**src/szsl_pkg.sv**
```systemverilog
// ---------------------------------------------------------------------------
// szsl_pkg: shared definitions for the scan zone speed limiter
// Reset values, register codes, the CORDIC arctangent table, zone limits
// and the sequencer state type.
// ---------------------------------------------------------------------------
`default_nettype none

package szsl_pkg;

  // Default width of the range samples that are used.
  localparam int RANGE_BITS_DEF = 16;

  // Rotation steps of the CORDIC, digit steps of the square root.
  localparam int CORDIC_STEPS = 16;
  localparam int SQRT_STEPS   = 9;

  // CORDIC gain in Q16.
  localparam logic [15:0] GAIN_Q16 = 16'd39797;

  // Register reset values.
  localparam logic [15:0] START_ANGLE_RST = 16'hC000;
  localparam logic [12:0] ANGLE_STEP_RST  = 13'd45;
  localparam logic [15:0] MIN_RANGE_RST   = 16'd200;
  localparam logic [13:0] DEF_LIMIT_RST   = 14'd500;
  localparam logic [13:0] RAMP_STEP_RST   = 14'd10;
  localparam logic [13:0] PREV_LIMIT_RST  = 14'd100;

  // Speed caps of the zones, mm/s.
  localparam logic [13:0] CAP_FREE       = 14'd10000;
  localparam logic [13:0] CAP_VERY_CLOSE = 14'd10;
  localparam logic [13:0] CAP_REAR_VNEAR = 14'd100;
  localparam logic [13:0] CAP_REAR_NEAR  = 14'd300;
  localparam logic [13:0] FOLLOW_OFFSET  = 14'd50;

  // Register indexes on the configuration port.
  typedef enum logic [2:0] {
    REG_START_ANGLE = 3'd0,
    REG_ANGLE_STEP  = 3'd1,
    REG_MIN_RANGE   = 3'd2,
    REG_DEF_LIMIT   = 3'd3,
    REG_RAMP_STEP   = 3'd4
  } reg_idx_t;

  // Sequencer states.
  typedef enum logic [2:0] {
    S_IDLE,
    S_MUL,
    S_LOAD,
    S_ROT,
    S_ZONE,
    S_SQRT,
    S_DONE
  } state_t;

  // Arctangent of 2^-i in 1/65536 turn units.
  function automatic logic [13:0] atan_turns(input logic [3:0] i);
    logic [13:0] v;
    begin
      case (i)
        4'd0:    v = 14'd8192;
        4'd1:    v = 14'd4836;
        4'd2:    v = 14'd2555;
        4'd3:    v = 14'd1297;
        4'd4:    v = 14'd651;
        4'd5:    v = 14'd326;
        4'd6:    v = 14'd163;
        4'd7:    v = 14'd81;
        4'd8:    v = 14'd41;
        4'd9:    v = 14'd20;
        4'd10:   v = 14'd10;
        4'd11:   v = 14'd5;
        4'd12:   v = 14'd3;
        4'd13:   v = 14'd1;
        4'd14:   v = 14'd1;
        default: v = 14'd0;
      endcase
      return v;
    end
  endfunction

endpackage

`default_nettype wire

```
**src/scan_zone_speed_limiter.sv**
```systemverilog
// ---------------------------------------------------------------------------
// scan_zone_speed_limiter: speed cap from one lidar scan
// Turns range samples into points, sorts them into speed zones and gives
// one ramp-limited speed limit per scan.
// ---------------------------------------------------------------------------
// The block takes one range word at a time and holds in_stall high while it
// works on it. A word whose range is at or below min_range goes from the
// accept step straight to the update step. Any other word runs through the
// accept step, a bit-serial multiply of its RANGE_BITS range bits by the
// CORDIC gain, one load step, sixteen CORDIC rotation steps on the same
// shifters and adders, one zone decision and one update step. A point in the
// front follow zone adds the square root steps, which take two radicand bits
// and give one root bit a cycle. The speed limit of a scan appears as one
// out_speed_cap word after the word marked last_sample; it sits in an output
// register, so the block goes on taking words while that result waits, and
// only stalls at the end of the next scan if the result is still not taken.
// Registers are written through the APB-style port at byte address 4*i; new
// start_angle and default_limit values take effect at the next scan reload.
// ---------------------------------------------------------------------------
`default_nettype none

module scan_zone_speed_limiter #(
  parameter int RANGE_BITS = szsl_pkg::RANGE_BITS_DEF
) (
  input  wire logic                  clk,
  input  wire logic                  rst_n,
  // Input channel
  input  wire logic                  in_valid,
  output logic                       in_stall,
  input  wire logic [RANGE_BITS-1:0] in_range_mm,
  input  wire logic                  in_last_sample,
  // Result channel
  output logic                       out_valid,
  input  wire logic                  out_stall,
  output logic [13:0]                out_speed_cap,
  // Configuration port
  input  wire logic                  psel,
  input  wire logic                  penable,
  input  wire logic                  pwrite,
  input  wire logic [4:0]            paddr,
  input  wire logic [31:0]           pwdata,
  output logic [31:0]                prdata,
  output logic                       pready
);

  // Product of range and gain, and the CORDIC vector width. The vector
  // length after rotation is about range * 2^14, so this leaves headroom.
  localparam int PW   = RANGE_BITS + 16;
  localparam int CW   = PW;
  localparam int XW   = CW - 14;
  localparam int ZW   = 18;
  localparam int CMPW = (RANGE_BITS > 16) ? RANGE_BITS : 16;
  localparam int CNTW = $clog2((RANGE_BITS > 16) ? RANGE_BITS : 16);
  localparam int RADW = 18;
  localparam int REMW = 12;

  // Configuration registers.
  logic [15:0] start_angle_r;
  logic [12:0] angle_step_r;
  logic [15:0] min_range_r;
  logic [13:0] def_limit_r;
  logic [13:0] ramp_step_r;

  // Scan state.
  logic [13:0] running_min_r, running_min_nxt;
  logic [15:0] cur_angle_r, cur_angle_nxt;
  logic [13:0] prev_limit_r, prev_limit_nxt;

  // Sequencer.
  szsl_pkg::state_t state_r, state_nxt;
  logic [CNTW-1:0]  cnt_r, cnt_nxt;

  // Word datapath.
  logic [RANGE_BITS-1:0] rng_sr_r, rng_sr_nxt;
  logic [PW-1:0]         acc_r, acc_nxt;
  logic signed [CW-1:0]  x_r, x_nxt;
  logic signed [CW-1:0]  y_r, y_nxt;
  logic signed [ZW-1:0]  z_r, z_nxt;
  logic                  flip_r, flip_nxt;
  logic                  last_r, last_nxt;
  logic [13:0]           cap_r, cap_nxt;
  logic                  cap_v_r, cap_v_nxt;
  logic [RADW-1:0]       rad_r, rad_nxt;
  logic [REMW-1:0]       rem_r, rem_nxt;
  logic [8:0]            root_r, root_nxt;

  // Output register.
  logic        out_valid_r, out_valid_nxt;
  logic [13:0] out_speed_r, out_speed_nxt;

  logic in_accept;
  logic out_free;
  logic cfg_write;

  assign in_accept = in_valid && !in_stall;
  assign out_free  = !out_valid_r || !out_stall;
  assign cfg_write = psel && penable && pwrite;

  // -------------------------------------------------------------------------
  // Configuration port. The register index is the word address.
  // -------------------------------------------------------------------------
  assign pready = 1'b1;

  always_comb begin
    unique case (paddr[4:2])
      szsl_pkg::REG_START_ANGLE: prdata = {16'd0, start_angle_r};
      szsl_pkg::REG_ANGLE_STEP:  prdata = {19'd0, angle_step_r};
      szsl_pkg::REG_MIN_RANGE:   prdata = {16'd0, min_range_r};
      szsl_pkg::REG_DEF_LIMIT:   prdata = {18'd0, def_limit_r};
      szsl_pkg::REG_RAMP_STEP:   prdata = {18'd0, ramp_step_r};
      default:                   prdata = 32'd0;
    endcase
  end

  always_ff @(posedge clk) begin
    if (!rst_n) begin
      start_angle_r <= szsl_pkg::START_ANGLE_RST;
      angle_step_r  <= szsl_pkg::ANGLE_STEP_RST;
      min_range_r   <= szsl_pkg::MIN_RANGE_RST;
      def_limit_r   <= szsl_pkg::DEF_LIMIT_RST;
      ramp_step_r   <= szsl_pkg::RAMP_STEP_RST;
    end else if (cfg_write) begin
      unique case (paddr[4:2])
        szsl_pkg::REG_START_ANGLE: start_angle_r <= pwdata[15:0];
        szsl_pkg::REG_ANGLE_STEP:  angle_step_r  <= pwdata[12:0];
        szsl_pkg::REG_MIN_RANGE:   min_range_r   <= pwdata[15:0];
        szsl_pkg::REG_DEF_LIMIT:   def_limit_r   <= pwdata[13:0];
        szsl_pkg::REG_RAMP_STEP:   ramp_step_r   <= pwdata[13:0];
        default: ;
      endcase
    end
  end

  // -------------------------------------------------------------------------
  // Angle folding. Angles in the back half-plane are turned by half a turn
  // (flip the top bit) and the start vector is negated instead.
  // -------------------------------------------------------------------------
  logic        fold;
  logic [15:0] angle_fold;

  assign fold       = cur_angle_r[15] ^ cur_angle_r[14];
  assign angle_fold = fold ? {~cur_angle_r[15], cur_angle_r[14:0]} : cur_angle_r;

  // -------------------------------------------------------------------------
  // Zone decision on the integer mm point. The tests run in priority order;
  // the front follow zone hands off to the square root.
  // -------------------------------------------------------------------------
  logic signed [XW-1:0] x_mm, y_mm;
  int                   xi, yi;
  logic                 y_in300, y_in400, y_in600, x_rear;
  logic                 zone_follow;
  logic [13:0]          zone_cap;
  logic [9:0]           x_lo;
  logic [RADW-1:0]      follow_rad;

  always_comb begin
    x_mm    = x_r[CW-1:14];
    y_mm    = y_r[CW-1:14];
    xi      = int'(x_mm);
    yi      = int'(y_mm);
    y_in300 = (yi > -300) && (yi < 300);
    y_in400 = (yi > -400) && (yi < 400);
    y_in600 = (yi > -600) && (yi < 600);
    x_rear  = (xi <= 0) && (xi > -800);
    zone_follow = 1'b0;
    if ((xi < 200) && (xi > -600) && y_in300) begin
      zone_cap = szsl_pkg::CAP_FREE;
    end else if ((xi < 300) && (xi > 0) && y_in300) begin
      zone_cap = szsl_pkg::CAP_VERY_CLOSE;
    end else if ((xi < 1000) && (xi > 0) && y_in300) begin
      zone_cap    = szsl_pkg::CAP_FREE;
      zone_follow = 1'b1;
    end else if (x_rear && y_in400) begin
      zone_cap = szsl_pkg::CAP_REAR_VNEAR;
    end else if (x_rear && y_in600) begin
      zone_cap = szsl_pkg::CAP_REAR_NEAR;
    end else begin
      zone_cap = szsl_pkg::CAP_FREE;
    end
    // 250 * x as 256x - 4x - 2x; x is below 1000 here.
    x_lo       = x_mm[9:0];
    follow_rad = {x_lo, 8'd0} - {6'd0, x_lo, 2'd0} - {7'd0, x_lo, 1'b0};
  end

  // -------------------------------------------------------------------------
  // Next state.
  // -------------------------------------------------------------------------
  always_comb begin
    state_nxt = state_r;
    unique case (state_r)
      szsl_pkg::S_IDLE: begin
        if (in_accept) begin
          if (CMPW'(in_range_mm) > CMPW'(min_range_r)) begin
            state_nxt = szsl_pkg::S_MUL;
          end else begin
            state_nxt = szsl_pkg::S_DONE;
          end
        end
      end
      szsl_pkg::S_MUL: begin
        if (cnt_r == CNTW'(RANGE_BITS - 1)) begin
          state_nxt = szsl_pkg::S_LOAD;
        end
      end
      szsl_pkg::S_LOAD: begin
        state_nxt = szsl_pkg::S_ROT;
      end
      szsl_pkg::S_ROT: begin
        if (cnt_r == CNTW'(szsl_pkg::CORDIC_STEPS - 1)) begin
          state_nxt = szsl_pkg::S_ZONE;
        end
      end
      szsl_pkg::S_ZONE: begin
        state_nxt = zone_follow ? szsl_pkg::S_SQRT : szsl_pkg::S_DONE;
      end
      szsl_pkg::S_SQRT: begin
        if (cnt_r == CNTW'(szsl_pkg::SQRT_STEPS - 1)) begin
          state_nxt = szsl_pkg::S_DONE;
        end
      end
      szsl_pkg::S_DONE: begin
        if (!last_r || out_free) begin
          state_nxt = szsl_pkg::S_IDLE;
        end
      end
      default: state_nxt = szsl_pkg::S_IDLE;
    endcase
  end

  // -------------------------------------------------------------------------
  // Datapath and outputs.
  // -------------------------------------------------------------------------
  logic signed [CW-1:0] dx, dy;
  logic signed [ZW-1:0] atan_ext;
  logic [REMW-1:0]      rem_sh, trial;
  logic [13:0]          min_eff;
  logic [14:0]          ceiling;

  always_comb begin
    cnt_nxt         = cnt_r;
    rng_sr_nxt      = rng_sr_r;
    acc_nxt         = acc_r;
    x_nxt           = x_r;
    y_nxt           = y_r;
    z_nxt           = z_r;
    flip_nxt        = flip_r;
    last_nxt        = last_r;
    cap_nxt         = cap_r;
    cap_v_nxt       = cap_v_r;
    rad_nxt         = rad_r;
    rem_nxt         = rem_r;
    root_nxt        = root_r;
    running_min_nxt = running_min_r;
    cur_angle_nxt   = cur_angle_r;
    prev_limit_nxt  = prev_limit_r;
    out_valid_nxt   = out_valid_r && out_stall;
    out_speed_nxt   = out_speed_r;

    dx       = y_r >>> cnt_r[3:0];
    dy       = x_r >>> cnt_r[3:0];
    atan_ext = ZW'(szsl_pkg::atan_turns(cnt_r[3:0]));
    rem_sh   = {rem_r[REMW-3:0], rad_r[RADW-1:RADW-2]};
    trial    = {1'b0, root_r, 2'b01};
    min_eff  = (cap_v_r && (cap_r < running_min_r)) ? cap_r : running_min_r;
    ceiling  = {1'b0, prev_limit_r} + {1'b0, ramp_step_r};

    unique case (state_r)
      szsl_pkg::S_IDLE: begin
        if (in_accept) begin
          rng_sr_nxt    = in_range_mm;
          last_nxt      = in_last_sample;
          acc_nxt       = '0;
          cnt_nxt       = '0;
          cap_v_nxt     = 1'b0;
          flip_nxt      = fold;
          z_nxt         = ZW'($signed(angle_fold));
          cur_angle_nxt = cur_angle_r + {3'd0, angle_step_r};
        end
      end
      szsl_pkg::S_MUL: begin
        // One range bit a cycle, most significant first.
        acc_nxt    = {acc_r[PW-2:0], 1'b0}
                   + (rng_sr_r[RANGE_BITS-1] ? PW'(szsl_pkg::GAIN_Q16) : PW'(0));
        rng_sr_nxt = {rng_sr_r[RANGE_BITS-2:0], 1'b0};
        cnt_nxt    = cnt_r + CNTW'(1);
      end
      szsl_pkg::S_LOAD: begin
        x_nxt   = flip_r ? -$signed({2'b00, acc_r[PW-1:2]})
                         :  $signed({2'b00, acc_r[PW-1:2]});
        y_nxt   = '0;
        cnt_nxt = '0;
      end
      szsl_pkg::S_ROT: begin
        if (!z_r[ZW-1]) begin
          x_nxt = x_r - dx;
          y_nxt = y_r + dy;
          z_nxt = z_r - atan_ext;
        end else begin
          x_nxt = x_r + dx;
          y_nxt = y_r - dy;
          z_nxt = z_r + atan_ext;
        end
        cnt_nxt = cnt_r + CNTW'(1);
      end
      szsl_pkg::S_ZONE: begin
        cap_nxt   = zone_cap;
        cap_v_nxt = !zone_follow;
        rad_nxt   = follow_rad;
        rem_nxt   = '0;
        root_nxt  = '0;
        cnt_nxt   = '0;
      end
      szsl_pkg::S_SQRT: begin
        // Restoring square root, two radicand bits a cycle.
        if (rem_sh >= trial) begin
          rem_nxt  = rem_sh - trial;
          root_nxt = {root_r[7:0], 1'b1};
        end else begin
          rem_nxt  = rem_sh;
          root_nxt = {root_r[7:0], 1'b0};
        end
        rad_nxt = {rad_r[RADW-3:0], 2'b00};
        cnt_nxt = cnt_r + CNTW'(1);
        if (cnt_r == CNTW'(szsl_pkg::SQRT_STEPS - 1)) begin
          cap_nxt   = {5'd0, root_nxt} + szsl_pkg::FOLLOW_OFFSET;
          cap_v_nxt = 1'b1;
        end
      end
      szsl_pkg::S_DONE: begin
        if (!last_r) begin
          running_min_nxt = min_eff;
        end else if (out_free) begin
          // Clamp the rise over the previous limit to the ramp step.
          if ({1'b0, min_eff} > ceiling) begin
            out_speed_nxt = ceiling[13:0];
          end else begin
            out_speed_nxt = min_eff;
          end
          out_valid_nxt   = 1'b1;
          prev_limit_nxt  = out_speed_nxt;
          running_min_nxt = def_limit_r;
          cur_angle_nxt   = start_angle_r;
        end
      end
      default: ;
    endcase
  end

  assign in_stall      = (state_r != szsl_pkg::S_IDLE);
  assign out_valid     = out_valid_r;
  assign out_speed_cap = out_speed_r;

  // -------------------------------------------------------------------------
  // Registers.
  // -------------------------------------------------------------------------
  always_ff @(posedge clk) begin
    if (!rst_n) begin
      state_r       <= szsl_pkg::S_IDLE;
      cnt_r         <= '0;
      running_min_r <= szsl_pkg::DEF_LIMIT_RST;
      cur_angle_r   <= szsl_pkg::START_ANGLE_RST;
      prev_limit_r  <= szsl_pkg::PREV_LIMIT_RST;
      out_valid_r   <= 1'b0;
      last_r        <= 1'b0;
      cap_v_r       <= 1'b0;
    end else begin
      state_r       <= state_nxt;
      cnt_r         <= cnt_nxt;
      running_min_r <= running_min_nxt;
      cur_angle_r   <= cur_angle_nxt;
      prev_limit_r  <= prev_limit_nxt;
      out_valid_r   <= out_valid_nxt;
      last_r        <= last_nxt;
      cap_v_r       <= cap_v_nxt;
    end
  end

  always_ff @(posedge clk) begin
    rng_sr_r    <= rng_sr_nxt;
    acc_r       <= acc_nxt;
    x_r         <= x_nxt;
    y_r         <= y_nxt;
    z_r         <= z_nxt;
    flip_r      <= flip_nxt;
    cap_r       <= cap_nxt;
    rad_r       <= rad_nxt;
    rem_r       <= rem_nxt;
    root_r      <= root_nxt;
    out_speed_r <= out_speed_nxt;
  end

endmodule

`default_nettype wire
```
**config.mk**
```make
export PLATFORM = sky130hd
export DESIGN_NAME = scan_zone_speed_limiter
export DESIGN_NICKNAME = d
export VERILOG_FILES = /design/src/szsl_pkg.sv /design/src/scan_zone_speed_limiter.sv
export SDC_FILE = /design/constraint.sdc
export NUM_CORES = 1
export LEC_CHECK = 0
export ABC_AREA = 0
export BUFFER_PORTS_ARGS = -buffer_cell sky130_fd_sc_hd__buf_2
export CAP_MARGIN = 10
export CORE_UTILIZATION = 35
export DETAILED_ROUTE_END_ITERATION = 7
export SETUP_SLACK_MARGIN = 0.1
export SYNTH_ARGS = -nofsm -noshare
export SYNTH_HDL_FRONTEND = slang
export SYNTH_SLANG_ARGS = --single-unit
```
**constraint.sdc**
```tcl
create_clock -name clk -period 12.5 [get_ports clk]
set_input_delay 3.75 -clock clk [delete_from_list [all_inputs] [get_ports clk]]
set_output_delay 3.75 -clock clk [all_outputs]
set_load 0.005 [all_outputs]
```
; Word level (Yosys, flattened, before mapping)
; Memories as Yosys holds them, arrays and structs flattened. A register that Yosys moved wholly into a read port is not among the register bits.
; Cells that the tools add are included.
[classes]
n_lt_le_gt_ge = 17
muxes = 57
n_addsub = 15
n_shift = 2
n_reduce_logical = 51
n_eq_ne = 20
n_bitwise = 2
[op_table]
columns = operator, n
row1 = one-hot mux 32 bit (2 select lines), 3
row2 = two-way mux 14 bit, 10
row3 = two-way mux 32 bit, 4
row4 = two-way mux 16 bit, 6
row5 = one-hot mux 16 bit (5 select lines), 1
row6 = one-hot mux 18 bit (2 select lines), 2
row7 = adder 32 bit, 2
row8 = one-hot mux 16 bit (2 select lines), 2
row9 = >>> shifter 32 x 4 -> 32 bit, 2
row10 = subtractor 32 bit, 2
row11 = greater-than comparator 18 x 11 -> 1 bit (second input constant), 3
row12 = less-than comparator 18 x 10 -> 1 bit (second input constant), 3
row13 = greater-than comparator 18 x 10 -> 1 bit (second input constant), 2
row14 = less-than comparator 18 x 11 -> 1 bit (second input constant), 2
row15 = two-way mux 18 bit, 2
row16 = adder 32 x 16 -> 32 bit, 1
row17 = negator 30 -> 32 bit, 1
row18 = one-hot mux 14 bit (2 select lines), 1
row19 = AND reduction 2 bit, 11
row20 = one-hot mux 3 bit (7 select lines), 1
row21 = one-hot mux 10 bit (2 select lines), 1
row22 = adder 18 x 15 -> 18 bit, 1
row23 = greater-than comparator 18 x 1 -> 1 bit (second input constant), 1
row24 = less-or-equal comparator 18 x 1 -> 1 bit (second input constant), 1
row25 = 41 further kinds, 99
[word_totals]
input_bits = 61
mem_bits_ro = 224
output_inout_bits = 49
memories = 1
reg_bits = 323
[mem_list]
columns = memory, depth, word_bits, rd, rd_ports_with_merged_regs, write_ports, line_no
row1 = (name not given), 16, 14, 1, 1, 0, szsl_pkg.sv:59  ; case (i)

; Logic depth before layout (Yosys ltp)
; Gate-level depths: netlist of run 1.
[depth]
depth_word = 9
ltp_mapped = 30

; Worst setup path before layout of run 1
; Ideal clock, no wire load.
[synth_timing]
path_type = input to output
startpoint = input paddr[3]
endpoint = output prdata[10]
required_time_ns = 8.750
path_slack_ns = 3.549
t_arrival_ns = 5.201
path_stages = 4
cell_sequence = clkbuf_1 -> nor3b_1 -> clkbuf_1 -> a221o_1
[synth_via]
elab_chain_cells = 2
word_cells_on_any_way = 6
cone_classes = eq/ne: 4 / mux: 1 / reduce/logical: 1
[synth_rtl]
columns = item, line_no
row1 = start: declaration, scan_zone_speed_limiter.sv:40  ; input wire logic [4:0] paddr,
row2 = "== test 3 bit, or another cell as far along", scan_zone_speed_limiter.sv:105  ; unique case (paddr[4:2])
row3 = one-hot mux 16 bit (5 select lines) *, scan_zone_speed_limiter.sv:105
row4 = end: declaration, scan_zone_speed_limiter.sv:42  ; output logic [31:0] prdata,
; Every way passes the cells marked *; elsewhere a longest branch is shown, timed or not.

; Worst setup path after layout of run 1
[layout_timing]
startpoint = input paddr[3]
endpoint = output prdata[2]
; The elaborated chain is that of the path after synthesis.

==> results.yml, run 1 <==
finish:
  area_growth_pct: 9.514
  nNetsFinal: 3484
  fin_cells: 4270
  n_antenna_cell: 0
  fill_cells: 7946
  drive_gt1_frac: 0.09443
global_routing:
  grt.overflow.total: 0
  grt_pass1_wl_um: 121100
  antenna_found_initial: 0
  grt_max_degree: 69
  grt_pass1_vias: 21960
  gr-usage-all-layers: 0.1833
placement:
  routabilityCongestion: 0.8856
  pre_cts_slack_ns: 3.234
  io_buffers: 74
  placedCellCount: 4190
  place_hpwl_um: 54700
pwr:
  power_density_nw_per_um2: 255.2
  ir_drop_uv: 111.7
  p_leak_nw: 12.00
timing:
  hold_viol_final: 0
  fin_crit_ns: 9.320
  fin_setup_tns_ns: 0
  fin_ws_ns: 3.180
  rsz0062_at_grt: "no"
  setup_viol: 0
  tightestPinTransition_ns: 1.081
  clock_skew_ns: 0.02549
  max_freq_mhz: 107.3
  min_period_over_period: 0.7456
  slew-limit-headroom: 0.2774
  drv_slew: 0
setup_path:
  start_kind: "primary input"
  path_cells: "buf_2 > nor3b_2 > a221o_1 > buf_2"
  path_class: "in2out"
  cp_top_family: "simple AND/OR/NAND/NOR gates"
  crit_fanout: 21
  slowest_stage: "nor3b_2"
  rr_worst_depth: 21
  crit_path_max_incr_delay_ns: 0.94
  crit_arrival_ns: 5.57
  cp.depth: 4
  cp_common_cell: "buf_2"
  endpoint_kind: "output port"
  crit_buf_inv: 2
  worstPathRequired_ns: 8.75
clock_network:
  insertion_delay_ns: 0.60
  cts_hold_buf: 0
  cts-resized-gates: 0
  clk_pin_slew_ns: 0.06
  htree_levels: 2
  post_cts_buffers: 0
  clock_path_buffers: 3
  tritoncts: "done"
  cts_sinks: 333
  cts_buffers: 43
  root_buffer: "clkbuf_16"
synthesis:
  synth.avg_cell_area_um2: 8.591
  synth_cell_types: 99
  yosys.area.top_type: "edfxtp_1"
  synth_common_cells: "nand2_1 (467), a21oi_1 (280), nor2_1 (246)"
  synth_top_flop_cell: "edfxtp_1"
  yosys_warnings: 0
  synth_top_cells_by_area: "edfxtp_1 (21%), dfxtp_1 (10%), ha_1 (9.9%)"
  synthCells: 3222
  synth.top_cell.area_share: 0.2083
  synth-seq-area-share: 0.3103
  ys_ff_latch: 333
  syn_area_um2: 27680
  synth_edf_count: 192
  synth_most_common_cell: "nand2_1"
  async_flop_share: 0
flow_run:
  maxCapViolCount: 0
hold_path:
  worstHoldPathCells: 2
  min_path_type: "reg2reg"
floorplan:
  fp.dieH_um: 283.2
  die_x_um: 283.2
  num_rows: 102
  die_area_um2: 80220
  core_region_area_um2: 77850
  io_pins: 110
  start_util: 0.3556
routing:
  viasPerCell: 5.402
  first_iter_violations: 1926
  wl_per_cell_um: 17.56
  via_count: 23070
  drt_wl_total_um: 75000
  drtPass1Iterations: 5
  drc: 0
  ant_nets: 0
status:
  status: "finished, final reports clean"
==> flip-flops by register name (all words and copies together), names as in the netlist, 3 cells and up <==
register,count
acc_r,32
x_r,32
y_r,32
z_r,18
rad_r,17
cur_angle_r,16
min_range_r,16
rng_sr_r,16
start_angle_r,16
atan_ext,14
def_limit_r,14
out_speed_cap,14
prev_limit_r,14
ramp_step_r,14
running_min_r,14
angle_step_r,13
cap_r,11
rem_r,10
root_r,9
cnt_r,4
state_r,3
==> worst min-delay path, cell delays in order (launching register included) <==
cell     delay [ns]
dfxtp_1        0.33
nand2_1        0.06
a21oi_1        0.05
==> cells by family (layout without fill, tap and decap cells) <==
logic type	count (synthesis)	in the layout	synth area share
fa+ha+maj	228	228	0.1052
buf+inv	327	320	0.05026
compound gates	820	820	0.1851
mux	188	188	0.09320
other cells	2	17	0.0002713
simple gates	1085	1085	0.1800
xor+xnor	239	239	0.07562
flops	333	333	0.3103
==> power breakdown <==
part           total [W]  switching (W)  internal (W)
logic            0.00439        0.00249       0.00190
registers        0.00203       0.000419       0.00161
clock network    0.00132       0.000535      0.000788
total            0.00774        0.00344       0.00430
==> through the flow <==
stage / util / total power [W] / area (um2) / hold slack (ns)
after global routing: 0.3894 / 0.008408 / 30320 / 0.5168
final: 0.3894 / 0.007737 / 30320 / 0.4881
after CTS: 0.3894 / 0.007766 / 30320 / 0.4878
after detailed placement: 0.3698 / 0.006390 / 28790 / 0.4738
after global placement: 0.3698 / 0.006373 / 28790 / 0.4706
after floorplan: - / 0.005437 / 27740 / 0.4464
==> cell type report <==
| type | count | area [um2] | area share |
|---|---|---|---|
| Inverter | 139 | 521.8 | 0.01721 |
| Clock buffer | 63 | 1326 | 0.04375 |
| Clock inverter | 17 | 198.9 | 0.006562 |
| Timing Repair Buffer | 101 | 573.1 | 0.01890 |
| Sequential cell | 333 | 8598 | 0.2836 |
| Multi-Input combinational cell | 2577 | 17800 | 0.5870 |
| Tap cell | 1040 | 1301 | 0.04292 |
==> final timing paths <==
| check | startpoint | end | slack, ns |
|---|---|---|---|
| setup reg to reg | cnt_r[1] | x_r[30] | 5.53 |
| hold / removal | angle_step_r[4] | angle_step_r[4] | 0.49 |
| setup / recovery | paddr[3] | prdata[2] | 3.18 |
| hold reg to reg | angle_step_r[4] | angle_step_r[4] | 0.49 |
==> placed cells by master (no fill, tap or decap), types with 16 or more instances in the layout <==
cell type    n
a211oi_1    19
a21o_1      70
a21oi_1    280
a221o_1     17
a31oi_1     41
and2_1      40
and3_1      23
buf_2       74
buf_4       27
clkbuf_16   47
conb_1      17
dfxtp_1    137
edfxtp_1   192
ha_1       220
inv_1      136
mux2_2      25
mux2i_1    109
mux4_2      50
nand2_1    465
nand2b_1    33
nand3_1     77
nand4_1     20
nor2_1     244
nor2b_1     25
nor3_1      47
o211ai_1    18
o21a_1      25
o21ai_0    188
o21bai_1    18
o31ai_1     27
or2_2       16
or3_1       21
xnor2_1    137
xor2_1     102
==> per-layer routing <==
metal  share of wire  routed length, um  vias to the layer above  GRT usage
met5               0                  0                        -          0
met3           0.048               3593                      116    0.02093
met2            0.44              33350                      561     0.2903
met4           0.030               2272                        0    0.05946
li1                -                  -                    11550          -
met1            0.48              35780                    10840     0.2587
No activity file was read; power rests on OpenSTA's default activity.
==> run 2, diff against run 1 <==
==> constraint.sdc (replaced) <==
create_clock -name clk -period 7.65 [get_ports clk]
set_input_delay 2.295 -clock clk [delete_from_list [all_inputs] [get_ports clk]]
set_output_delay 2.295 -clock clk [all_outputs]
set_load 0.005 [all_outputs]
==> results.yml, run 2 (synthesized netlist as in run 1, its figures left out) <==
clock_network:
  tritoncts: "done"
  htree_levels: 2
  clock_path_buffers: 3
  cts-resized-gates: 0
  root_buffer: "clkbuf_16"
  clk_pin_slew_ns: 0.06
  insertion_delay_ns: 0.60
  cts_sinks: 333
  post_cts_buffers: 0
  cts_hold_buf: 0
  cts_buffers: 43
global_routing:
  gr-usage-all-layers: 0.1808
  met3_usage: 0.02496
  grt_util_met1: 0.2466
  antenna_found_initial: 0
  grt_use_met2: 0.2935
  grt.overflow.total: 0
  grt_max_degree: 85
  grt_pass1_vias: 21780
  globalRoute.busiestLayer: "met2"
  grt_pass1_wl_um: 118500
pwr:
  p_switching_w: 0.005639
  p_int_w: 0.006969
  p_sw_frac: 0.4472
  combPwrFrac: 0.571
  p_seq_frac: 0.263
  clockPowerShare: 0.166
  ir_drop_uv: 190.9
  power_density_nw_per_um2: 415.9
  p_leak_nw: 12.00
timing:
  setup_viol: 0
  fin_crit_ns: 6.408
  tightestPinTransition_ns: 1.041
  slew-limit-headroom: 0.3045
  rsz0062_at_grt: "no"
  max_freq_mhz: 156.1
  min_period_over_period: 0.8376
  clock_skew_ns: 0.01909
  fin_setup_tns_ns: 0
  drv_slew: 0
  hold_viol_final: 0
setup_path:
  reg2reg_slack_ns: 1.35
  rr_worst_depth: 25
  r2r_start: "cnt_r[1]"
  path_class: "in2out"
  crit_start: "paddr[3]"
  crit_fanout: 21
  start_kind: "primary input"
  endpoint_kind: "output port"
  worstPathRequired_ns: 5.36
  timing.rr.end: "x_r[30]"
  endpoint: "prdata[7]"
  crit_arrival_ns: 4.11
hold_path:
  min_path_type: "reg2reg"
  hold_path_startpoint: "cur_angle_r[1]"
placement:
  place_hpwl_um: 54320
  routabilityCongestion: 0.8956
  io_buffers: 74
routing:
  wl_per_cell_um: 17.45
  drt_wl_total_um: 74600
  drc: 0
  viasPerCell: 5.394
  ant_nets: 0
  via_count: 23060
  drtPass1Iterations: 6
  first_iter_violations: 1693
status:
  status: "finished, final reports clean"
finish:
  drive_gt1_frac: 0.09672
  biggestRegsByFlops: "acc_r x32, x_r x32, y_r x32"
  area_growth_pct: 9.519
  nNetsFinal: 3490
  post-route-util: 0.3894
  n_antenna_cell: 0
  layout_commonest_cell: "nand2_1"
  layout_common_cells: "nand2_1 (465), a21oi_1 (280), nor2_1 (244)"
floorplan:
  die_x_um: 283.2
  fp.dieH_um: 283.2
  num_rows: 102
  start_util: 0.3556
  core_region_area_um2: 77850
  io_pins: 110
  die_area_um2: 80220
flow_run:
  maxCapViolCount: 0
==> run 2: worst min path at each step <==
| stage | to | slack, ns | cells past startpoint |
|---|---|---|---|
| 2_1_floorplan | start_angle_r[12] | 0.45 | 2 |
| 3_3_place_gp | def_limit_r[12] | 0.47 | 2 |
| 3_5_place_dp | cur_angle_r[1] | 0.47 | 2 |
| 4_1_cts | cur_angle_r[1] | 0.48 | 2 |
| 5_1_grt | start_angle_r[3] | 0.49 | 2 |
| 6_report | cur_angle_r[1] | 0.48 | 2 |
==> run 2: worst max-delay path, stage by stage <==
cell     delay (ns)
buf_2          0.42
nor3b_2        0.93
a221o_1        0.33
buf_2          0.13
==> run 2: routing by layer <==
metal | up-vias | wire length [um]
met5 | - | 0
li1 | 11560 | -
met4 | 0 | 2150
met2 | 557 | 33880
met1 | 10830 | 34700
met3 | 121 | 3871
==> run 2: through the flow <==
stage | worst slack, ns | total power (W) | hold slack [ns] | cells | cell area, um2
after floorplan | 1.609 | 0.008883 | 0.4464 | 3237 | 27740
after global placement | 1.259 | 0.01043 | 0.4668 | 4196 | 28840
after detailed placement | 1.287 | 0.01047 | 0.4725 | 4196 | 28840
after CTS | 1.275 | 0.01265 | 0.4807 | 4276 | 30320
after global routing | 0.7855 | 0.01368 | 0.4949 | 4276 | 30320
final | 1.242 | 0.01261 | 0.4810 | 4276 | 30320
==> run 2: power by group through the flow <==
stage               clock network [W]  logic, W  registers [W]
floorplan                           0   0.00593        0.00295
global placement                    0   0.00711        0.00332
global route                  0.00222   0.00809        0.00338
CTS                           0.00215   0.00720        0.00330
finish                        0.00210   0.00720        0.00331
detailed placement                  0   0.00715        0.00333
==> run 2: cell type report <==
| type | count | area [um2] |
|---|---|---|
| clock inverters | 18 | 200.2 |
| clock buffers | 62 | 1281 |
| well taps | 1040 | 1301 |
| flip-flops and latches | 333 | 8598 |
| repair buffers | 107 | 618.1 |
| multi-input cells | 2577 | 17800 |
| fillers | 7998 | 47530 |
| inverters | 139 | 521.8 |
==> run 3, diff against run 2 <==
--- a/config.mk
+++ b/config.mk
@@ -5,7 +5,7 @@
 export SDC_FILE = /design/constraint.sdc
 export NUM_CORES = 1
 export LEC_CHECK = 0
-export ABC_AREA = 0
+export ABC_AREA = 1
 export BUFFER_PORTS_ARGS = -buffer_cell sky130_fd_sc_hd__buf_2
 export CAP_MARGIN = 10
 export CORE_UTILIZATION = 35
==> constraint.sdc (replaced) <==
create_clock -name clk -period 6.7 [get_ports clk]
set_input_delay 2.01 -clock clk [delete_from_list [all_inputs] [get_ports clk]]
set_output_delay 2.01 -clock clk [all_outputs]
set_load 0.005 [all_outputs]
==> results.yml, run 3 <==
status:
  violations: "DRC"
  status: "complete, but fails checks"
synthesis:
  yosys_warnings: 0
  synth_cell_types: 58
  synth_top_flop_cell: "edfxtp_1"
  synthCells: 4223
  synth_common_cells: "nand2_1 (1066), nand3_1 (431), inv_1 (399)"
  yosys.area.top_type: "edfxtp_1"
  synth-seq-area-share: 0.3003
  synth_most_common_cell: "nand2_1"
  synth.avg_cell_area_um2: 6.772
  async_flop_share: 0
  synth.top_cell.area_share: 0.2016
  syn_area_um2: 28600
  synth_top_cells_by_area: "edfxtp_1 (20%), nand2_1 (14%), dfxtp_1 (9.9%)"
  ys_ff_latch: 333
  synth_edf_count: 192
pwr:
  power.total_w: 0.01589
  power_density_nw_per_um2: 508.3
  ir_drop_uv: 184.7
  p_leak_nw: 13.94
clock_network:
  clock_path_buffers: 3
  insertion_delay_ns: 0.61
  clk_pin_slew_ns: 0.06
  tritoncts: "done"
  cts_sinks: 333
  cts-resized-gates: 0
  root_buffer: "clkbuf_16"
  cts_hold_buf: 0
  cts_buffers: 42
  post_cts_buffers: 0
  htree_levels: 2
timing:
  setup_viol: 0
  drv_slew: 0
  max_freq_mhz: 180.4
  slew-limit-headroom: 0.2621
  fin_ws_ns: 1.158
  fin_setup_tns_ns: 0
  fin_crit_ns: 5.542
  rsz0062_at_grt: "no"
  hold_viol_final: 0
  clock_skew_ns: 0.04242
  min_period_over_period: 0.8272
  tightestPinTransition_ns: 1.107
global_routing:
  antenna_found_initial: 0
  grt_pass1_wl_um: 139600
  grt_use_met2: 0.3471
  grt_max_degree: 71
  grt_util_met1: 0.2806
  globalRoute.busiestLayer: "met2"
  grt.overflow.total: 0
  grt_pass1_vias: 26400
  met3_usage: 0.02187
  gr-usage-all-layers: 0.2082
finish:
  design_area_um2: 31270
  multi_input_area_um2: 17770
  drive_gt1_frac: 0.05802
  seq_area_um2: 8593
  fin_cells: 5317
  area_growth_pct: 9.350
  nNetsFinal: 4512
  layout_common_cells: "nand2_1 (1065), nand3_1 (431), inv_1 (397)"
  n_antenna_cell: 0
  layout_commonest_cell: "nand2_1"
  biggestRegsByFlops: "acc_r x32, x_r x32, y_r x32"
  fill_cells: 8677
flow_run:
  maxCapViolCount: 0
routing:
  first_iter_violations: 2066
  ant_nets: 0
  viasPerCell: 5.259
  drt_wl_total_um: 86960
  drtPass1Iterations: 8
  drc: 3
  wl_per_cell_um: 16.35
  via_count: 27960
hold_path:
  hold_path_startpoint: "running_min_r[8]"
  min_path_type: "reg2reg"
setup_path:
  crit_fanout: 14
  crit_start: "paddr[4]"
  crit_path_max_incr_delay_ns: 0.52
  crit_arrival_ns: 3.53
  slowest_stage: "o21ai_0"
  r2r_start: "cnt_r[0]"
  reg2reg_slack_ns: 1.71
  worstPathRequired_ns: 4.69
  path_class: "in2out"
  endpoint_kind: "output port"
  start_kind: "primary input"
  path_cells: "buf_2 > nor3_1 > inv_1 > o21ai_0 > a221oi_1 > o21ai_0 > buf_2"
placement:
  io_buffers: 74
  placedCellCount: 5239
  routabilityCongestion: 0.9154
  place_hpwl_um: 65180
  pre_cts_slack_ns: 1.188
  place_area_um2: 29850
floorplan:
  core_region_area_um2: 80680
  start_util: 0.3545
  io_pins: 110
  die_x_um: 287.8
  num_rows: 104
  die_area_um2: 82850
  fp.dieH_um: 287.8
[run 3: power breakdown]
group	internal (W)	switching [W]	leakage, nW
clock network	0.00134	0.00102	0.700
logic	0.00331	0.00674	10.3
registers	0.00292	0.000564	2.96
[run 3: path summary, 6_finish.rpt]
| path | to | cells after the start |
|---|---|---|
| max reg2reg | x_r[31] | 25 |
| min reg2reg | running_min_r[8] | 2 |
| min | running_min_r[8] | 2 |
| max | prdata[11] | 7 |
[run 3: final cells by class]
cell class	instances	share of cell area
clock buffers	56	0.03789
clock inverters	22	0.007602
inverters	414	0.04969
multi-input cells	3327	0.5683
flip-flops and latches	333	0.2748
well taps	1060	0.04241
repair buffers	105	0.01929
[run 3: worst max-delay path: cells and delay by family]
family,cells,cell delay [ns]
AO/OA/AOI/OAI,3,0.78
buffers and inverters,3,0.51
AND/OR/NAND/NOR,1,0.24
[run 3: kinds of logic (layout without fill, tap and decap cells)]
family / after synthesis / count (layout) / share of synthesized area
and+or+nand+nor: 2071 / 2071 / 0.3069
AOI/OAI and AO/OA: 888 / 888 / 0.1716
buffers and inverters: 578 / 597 / 0.08134
DFF: 333 / 333 / 0.3003
adders and majority gates: 228 / 228 / 0.1019
xor gates and xnor gates: 123 / 123 / 0.03767
other: 2 / 17 / 0.0002626
[run 3: routing by layer]
metal	vias up	wire length (um)
met1	12800	40490
met4	0	2579
li1	14310	-
met2	719	39610
met5	-	0
met3	135	4279
[run 3: per-stage QoR]
step | hold WS (ns) | utilization
2_1_floorplan | 0.4390 | -
3_3_place_gp | 0.4519 | 0.3700
3_5_place_dp | 0.4561 | 0.3700
4_1_cts | 0.4722 | 0.3876
5_1_grt | 0.4987 | 0.3876
6_report | 0.4721 | 0.3876
